`config.mk`:
```
export PLATFORM = sky130hd
export DESIGN_NAME = srpg_front
export DESIGN_NICKNAME = d
export VERILOG_FILES = /design/src/rtl/core/srpg_pkg.sv /design/src/rtl/core/srpg_front.sv
export SDC_FILE = /design/constraint.sdc
export NUM_CORES = 1
export LEC_CHECK = 0
export BUFFER_PORTS_ARGS = -buffer_cell sky130_fd_sc_hd__clkbuf_2
export CAP_MARGIN = 10
export CORE_AREA = 4 4 41 43
export DETAILED_ROUTE_END_ITERATION = 10
export DIE_AREA = 0 0 45 47
export HOLD_SLACK_MARGIN = 0.02
export SYNTH_ARGS = -nofsm -noshare
export SYNTH_HDL_FRONTEND = slang
export SYNTH_SLANG_ARGS = --single-unit
export TNS_END_PERCENT = 30
```
`constraint.sdc`:
```
create_clock -name clk -period 2.55 [get_ports clk]
set_clock_uncertainty 0.2 [all_clocks]
set_input_delay 0.51 -clock clk [delete_from_list [all_inputs] [get_ports clk]]
set_output_delay 0.51 -clock clk [all_outputs]
set_load 0.01 [all_outputs]
```
`src/rtl/core/srpg_pkg.sv`:
```
// Shared types, constants and helper functions of the sphere ring point generator.
package srpg_pkg;

  localparam logic [31:0] PI_Q30       = 32'd3373259426;
  localparam logic [31:0] ONE_Q30      = 32'h4000_0000;
  localparam int          DIV_NW       = 41;
  localparam int          DIV_DW       = 10;
  localparam int          TAYLOR_TERMS = 7;
  localparam int          QDEPTH       = 2;
  localparam logic [7:0]  RING_COUNT_RST = 8'd16;
  localparam logic        REG_RING_COUNT = 1'b0;

  typedef struct packed {
    logic valid;
    logic restart;
  } q_item_t;

  typedef struct packed {
    logic busy;
    logic need_begin;
  } bk_stat_t;

  function automatic logic [7:0] sin_den(input logic [2:0] n);
    logic [7:0] d;
    unique case (n)
      3'd1:    d = 8'd6;
      3'd2:    d = 8'd20;
      3'd3:    d = 8'd42;
      3'd4:    d = 8'd72;
      3'd5:    d = 8'd110;
      3'd6:    d = 8'd156;
      3'd7:    d = 8'd210;
      default: d = 8'd1;
    endcase
    return d;
  endfunction

  function automatic logic [7:0] cos_den(input logic [2:0] n);
    logic [7:0] d;
    unique case (n)
      3'd1:    d = 8'd2;
      3'd2:    d = 8'd12;
      3'd3:    d = 8'd30;
      3'd4:    d = 8'd56;
      3'd5:    d = 8'd90;
      3'd6:    d = 8'd132;
      3'd7:    d = 8'd182;
      default: d = 8'd1;
    endcase
    return d;
  endfunction

  // Reciprocals floor(2^32 / d) of the Taylor divisors above.
  function automatic logic [31:0] sin_rcp(input logic [2:0] n);
    logic [31:0] m;
    unique case (n)
      3'd1:    m = 32'd715827882;
      3'd2:    m = 32'd214748364;
      3'd3:    m = 32'd102261126;
      3'd4:    m = 32'd59652323;
      3'd5:    m = 32'd39045157;
      3'd6:    m = 32'd27531841;
      3'd7:    m = 32'd20452225;
      default: m = 32'd0;
    endcase
    return m;
  endfunction

  function automatic logic [31:0] cos_rcp(input logic [2:0] n);
    logic [31:0] m;
    unique case (n)
      3'd1:    m = 32'd2147483648;
      3'd2:    m = 32'd357913941;
      3'd3:    m = 32'd143165576;
      3'd4:    m = 32'd76695844;
      3'd5:    m = 32'd47721858;
      3'd6:    m = 32'd32537631;
      3'd7:    m = 32'd23598721;
      default: m = 32'd0;
    endcase
    return m;
  endfunction

  function automatic logic signed [31:0] clamp_unit(input logic signed [35:0] v);
    logic signed [31:0] r;
    if (v > $signed({4'b0, ONE_Q30})) begin
      r = $signed(ONE_Q30);
    end else if (v < -$signed({4'b0, ONE_Q30})) begin
      r = -$signed(ONE_Q30);
    end else begin
      r = v[31:0];
    end
    return r;
  endfunction

endpackage

```
`src/rtl/core/srpg_front.sv`:
```
// Input queue that takes request words and holds their restart flags for the back end.
module srpg_front (
  input  logic              clk,
  input  logic              rst_n,
  input  logic              in_valid,
  input  logic              in_restart,
  output logic              in_ready,
  input  logic              pop,
  output srpg_pkg::q_item_t item
);
  import srpg_pkg::*;

  logic [1:0] cnt_r;
  logic       e0_r;
  logic       e1_r;
  logic       push;
  logic       take;

  assign in_ready     = (cnt_r != 2'(QDEPTH));
  assign push         = in_valid && in_ready;
  assign take         = pop && (cnt_r != 2'd0);
  assign item.valid   = (cnt_r != 2'd0);
  assign item.restart = e0_r;

  always_ff @(posedge clk) begin
    if (!rst_n) begin
      cnt_r <= 2'd0;
    end else begin
      if (push && !take) begin
        cnt_r <= cnt_r + 2'd1;
        if (cnt_r == 2'd0) begin
          e0_r <= in_restart;
        end else begin
          e1_r <= in_restart;
        end
      end else if (take && !push) begin
        cnt_r <= cnt_r - 2'd1;
        e0_r  <= e1_r;
      end else if (take && push) begin
        if (cnt_r == 2'd1) begin
          e0_r <= in_restart;
        end else begin
          e0_r <= e1_r;
          e1_r <= in_restart;
        end
      end
    end
  end

endmodule

```
==> impl_table.tex <==
\begin{tabular}{lr}
\hline
Metric & Value \\
\hline
\multicolumn{2}{l}{\textbf{Status}} \\
\quad Run status & complete, no violations \\
\multicolumn{2}{l}{\textbf{Route}} \\
\quad Initial DRC count & 3 \\
\quad Post-detailed-routing wire length & 639 um \\
\quad Vias after detailed routing & 251 \\
\quad DRC & 0 \\
\quad Via/cell ratio & 4.18 \\
\quad Average wire per cell in the routed design & 10.7 um \\
\quad Detail Route Antenna Nets & 0 \\
\quad Pre-antenna DRT Iters & 3 \\
\multicolumn{2}{l}{\textbf{Timing}} \\
\quad Post-route fraction of the period consumed by the critical path & 0.776 \\
\quad Final-report max-slew violation count & 0 \\
\quad Slack of the critical path & 0.572 ns \\
\quad Final critical delay including setup and external delays & 1.98 ns \\
\quad Achievable Freq & 0.505 GHz \\
\quad Slew of the pin with the lowest slew margin & 0.173 ns \\
\quad Slew headroom & 0.883 \\
\quad Final Hold Viols & 0 \\
\quad Setup TNS & 0 ns \\
\quad Setup-failing EPs final & 0 \\
\quad RSZ-0062 raised after global routing & no \\
\multicolumn{2}{l}{\textbf{Setup path}} \\
\quad Launching element type of the critical path & flip-flop \\
\quad CP Launch Point & cnt\_r[0]\$\_SDFFE\_PN0P\_ \\
\quad Endpoint of the most critical register-to-register path & e0\_r\$\_DFFE\_PP\_ \\
\quad Crit path capture & e0\_r\$\_DFFE\_PP\_ \\
\quad Worst path max stage delay & 0.36 ns \\
\quad Worst-case register-to-register setup slack & 0.57 ns \\
\quad Number of buffer and inverter stages on the critical path & 2 \\
\quad Launching point of the worst reg2reg path & cnt\_r[0]\$\_SDFFE\_PN0P\_ \\
\quad Setup crit end kind & flip-flop \\
\quad Biggest fanout along the worst timing path & 5 \\
\quad Reg2Reg Depth & 7 \\
\quad Slowest CP cell & sky130\_fd\_sc\_hd\_\_dfxtp\_1 \\
\quad Worst EP arrival & 1.77 ns \\
\quad Cell breakdown of the critical path & inv\_1, ha\_1, nor2b\_4, inv\_1, ha\_1, o21ai\_2, mux2\_4 \\
\quad Crit Path Category & reg -> reg \\
\quad Dominant delay contributor by cell family on the critical path & adder cells \\
\quad Data required time at the worst endpoint & 2.34 ns \\
\quad Critical Path Stages & 7 \\
\multicolumn{2}{l}{\textbf{Global routing}} \\
\quad Pin count of the biggest net entering global routing & 6 \\
\quad Global-route wire length before repair & 1020 um \\
\quad Antenna violations before repair & 0 \\
\quad Via count of the first global-routing pass & 224 \\
\quad Sum of overflow across all layers after global routing & 0 \\
\quad GRT Util Overall & 0.0807 \\
\multicolumn{2}{l}{\textbf{Logic synthesis}} \\
\quad Library cell occupying the most area in the post-synthesis netlist & sky130\_fd\_sc\_hd\_\_ha\_1 \\
\quad Post-synthesis average cell area & 9.26 um2 \\
\quad Post-synthesis cell area & 324 um2 \\
\quad Most common flop cell mapped by yosys & sky130\_fd\_sc\_hd\_\_edfxtp\_1 \\
\quad Top post-synthesis cells by count & sky130\_fd\_sc\_hd\_\_inv\_1, sky130\_fd\_sc\_hd\_\_ha\_1, sky130\_fd\_sc\_hd\_\_nand2\_1 \\
\quad Share of the synthesized area in the top cell type & 0.232 \\
\quad Synth async-reset ratio & 0 \\
\quad Most area-consuming cells after synthesis & sky130\_fd\_sc\_hd\_\_ha\_1, sky130\_fd\_sc\_hd\_\_edfxtp\_1, sky130\_fd\_sc\_hd\_\_dfxtp\_1, sky130\_fd\_sc\_hd\_\_inv\_1, sky130\_fd\_sc\_hd\_\_nand2\_1 \\
\quad Number of enable-type register cells in the synthesized netlist & 2 \\
\quad Cell count after synthesis & 35 \\
\quad Top-count cell post-synth & sky130\_fd\_sc\_hd\_\_inv\_1 \\
\quad Number of storage elements in the synthesis netlist & 4 \\
\quad Count of unique library cells instantiated by Yosys & 17 \\
\quad Post-Synthesis Net Count & 46 \\
\quad Fraction of the yosys area taken by sequential cells & 0.309 \\
\quad Total number of yosys warnings & 0 \\
\multicolumn{2}{l}{\textbf{Hold path}} \\
\quad Class of the worst hold path & in -> reg \\
\multicolumn{2}{l}{\textbf{Die}} \\
\quad Overall die area & 2120 um2 \\
\quad Starting density of the core & 0.249 \\
\quad Die Ht & 47 um \\
\quad Core Rows & 13 \\
\quad Standard cell core area & 1300 um2 \\
\quad Number of top-level pins & 8 \\
\quad Die Span X & 45 um \\
\multicolumn{2}{l}{\textbf{Pwr}} \\
\quad Power per Cell Area & 1000 nW/um2 \\
\quad Peak VDD IR & 357 uV \\
\quad Static Leakage & 0.202 nW \\
\multicolumn{2}{l}{\textbf{Placed design}} \\
\quad Final GP Congestion & 0.707 \\
\quad PortBufs & 7 \\
\quad Hpwl dp & 475 um \\
\quad Pre-CTS WS & 0.565 ns \\
\multicolumn{2}{l}{\textbf{Clock network}} \\
\quad Insertion delay of the later-clocked pin in the worst-skew pair & 0.24 ns \\
\quad Clock Root Buffer & sky130\_fd\_sc\_hd\_\_clkbuf\_4 \\
\quad CTS Buffer Depth & 2 \\
\quad Clock slew at the register clock pins of the worst setup and hold paths & 0.04 ns \\
\quad H-tree levels & 1 \\
\quad Resize count post-CTS & 0 \\
\quad Num CTS Buffers & 3 \\
\quad Number of sinks driven by the clock tree & 4 \\
\quad Number of hold-repair buffers added at the cts stage & 0 \\
\quad CTS tree & built \\
\quad Post-CTS setup buffers & 0 \\
\multicolumn{2}{l}{\textbf{Flow run}} \\
\quad \# Max-Cap Violations & 0 \\
\multicolumn{2}{l}{\textbf{Finish}} \\
\quad Area growth, synth to finish & 22.4\% \\
\quad Fraction of layout instances using a drive strength above 1 & 0.311 \\
\quad Total of fill cells in the finished design & 150 \\
\quad Final nets & 57 \\
\quad Diode insertion count for antenna repair & 0 \\
\hline
\end{tabular}
-- worst min path at each step --
stage / startpoint / slack (ns) / to / cells after the start
finish: in_restart / 0.28 / e1_r$_DFFE_PP_ / 1
global route: in_restart / 0.28 / e1_r$_DFFE_PP_ / 1
CTS: in_restart / 0.28 / e1_r$_DFFE_PP_ / 1
detailed placement: cnt_r[0]$_SDFFE_PN0P_ / 0.31 / cnt_r[0]$_SDFFE_PN0P_ / 2
global placement: cnt_r[0]$_SDFFE_PN0P_ / 0.30 / cnt_r[0]$_SDFFE_PN0P_ / 2
floorplan: cnt_r[0]$_SDFFE_PN0P_ / 0.27 / cnt_r[0]$_SDFFE_PN0P_ / 2
-- flip-flops by register name, summed over array words and instances (netlist names) --
name and flops:
cnt_r 2, e0_r 1, e1_r 1
-- worst register-to-register path, cell delays in order, from the launching register on --
cell and delay [ns]:
sky130_fd_sc_hd__dfxtp_1 0.36, sky130_fd_sc_hd__inv_1 0.08, sky130_fd_sc_hd__ha_1 0.24, sky130_fd_sc_hd__nor2b_4 0.17, sky130_fd_sc_hd__inv_1 0.06, sky130_fd_sc_hd__ha_1 0.20, sky130_fd_sc_hd__o21ai_2 0.13, sky130_fd_sc_hd__mux2_4 0.30
-- final cells by class --
cell class,instances,area [um2],area share
multi-input cells,22,186,0.470
inverters,8,30.0,0.0757
flip-flops and latches,4,100,0.252
clock buffers,4,26.3,0.0662
repair buffers,7,35.0,0.0883
well taps,15,18.8,0.0473
-- layer usage --
metal / up-vias / GRT usage / part of all wire
li1: 130 / - / -
met1: 109 / 0.0822 / 0.43
met2: 8 / 0.107 / 0.43
met3: 4 / 0.0153 / 0.055
met4: 0 / 0.140 / 0.077
met5: - / 0 / 0
-- metrics by stage --
step / area (um2) / hold WS, ns / total power [W] / cells / utilization
finish: 397 / 0.275 / 0.000398 / 60 / 0.305
global route: 397 / 0.277 / 0.000433 / 60 / 0.305
CTS: 397 / 0.276 / 0.000404 / 60 / 0.305
detailed placement: 370 / 0.308 / 0.000305 / 56 / 0.285
global placement: 370 / 0.302 / 0.000302 / 56 / 0.285
floorplan: 324 / 0.274 / 0.000261 / 35 / -
-- cells by family after synthesis --
| family | synth area share |
|---|---|
| AO/OA/AOI/OAI | 0.139 |
| multiplexers | 0.0463 |
| buffers and inverters | 0.116 |
| XOR/XNOR | 0.0270 |
| adder cells (fa/ha/maj) | 0.232 |
| flip-flops | 0.309 |
| AND/OR/NAND/NOR | 0.131 |
-- cell usage in the layout (no fill, tap or decap), types with 2 or more instances in the layout --
master and n:
sky130_fd_sc_hd__inv_1 7, sky130_fd_sc_hd__clkbuf_2 7, sky130_fd_sc_hd__ha_1 6, sky130_fd_sc_hd__nand2_1 5
sky130_fd_sc_hd__clkbuf_4 3, sky130_fd_sc_hd__o21ai_0 2, sky130_fd_sc_hd__dfxtp_1 2, sky130_fd_sc_hd__edfxtp_1 2
-- power by group --
group          switching [W]  leakage [nW]  internal [W]  total (W)
Combinational       0.000115         0.152     0.0000906   0.000205
Clock              0.0000317        0.0150     0.0000591  0.0000907
Sequential         0.0000124        0.0351     0.0000899   0.000102
Power figures use the tool's default switching activity.
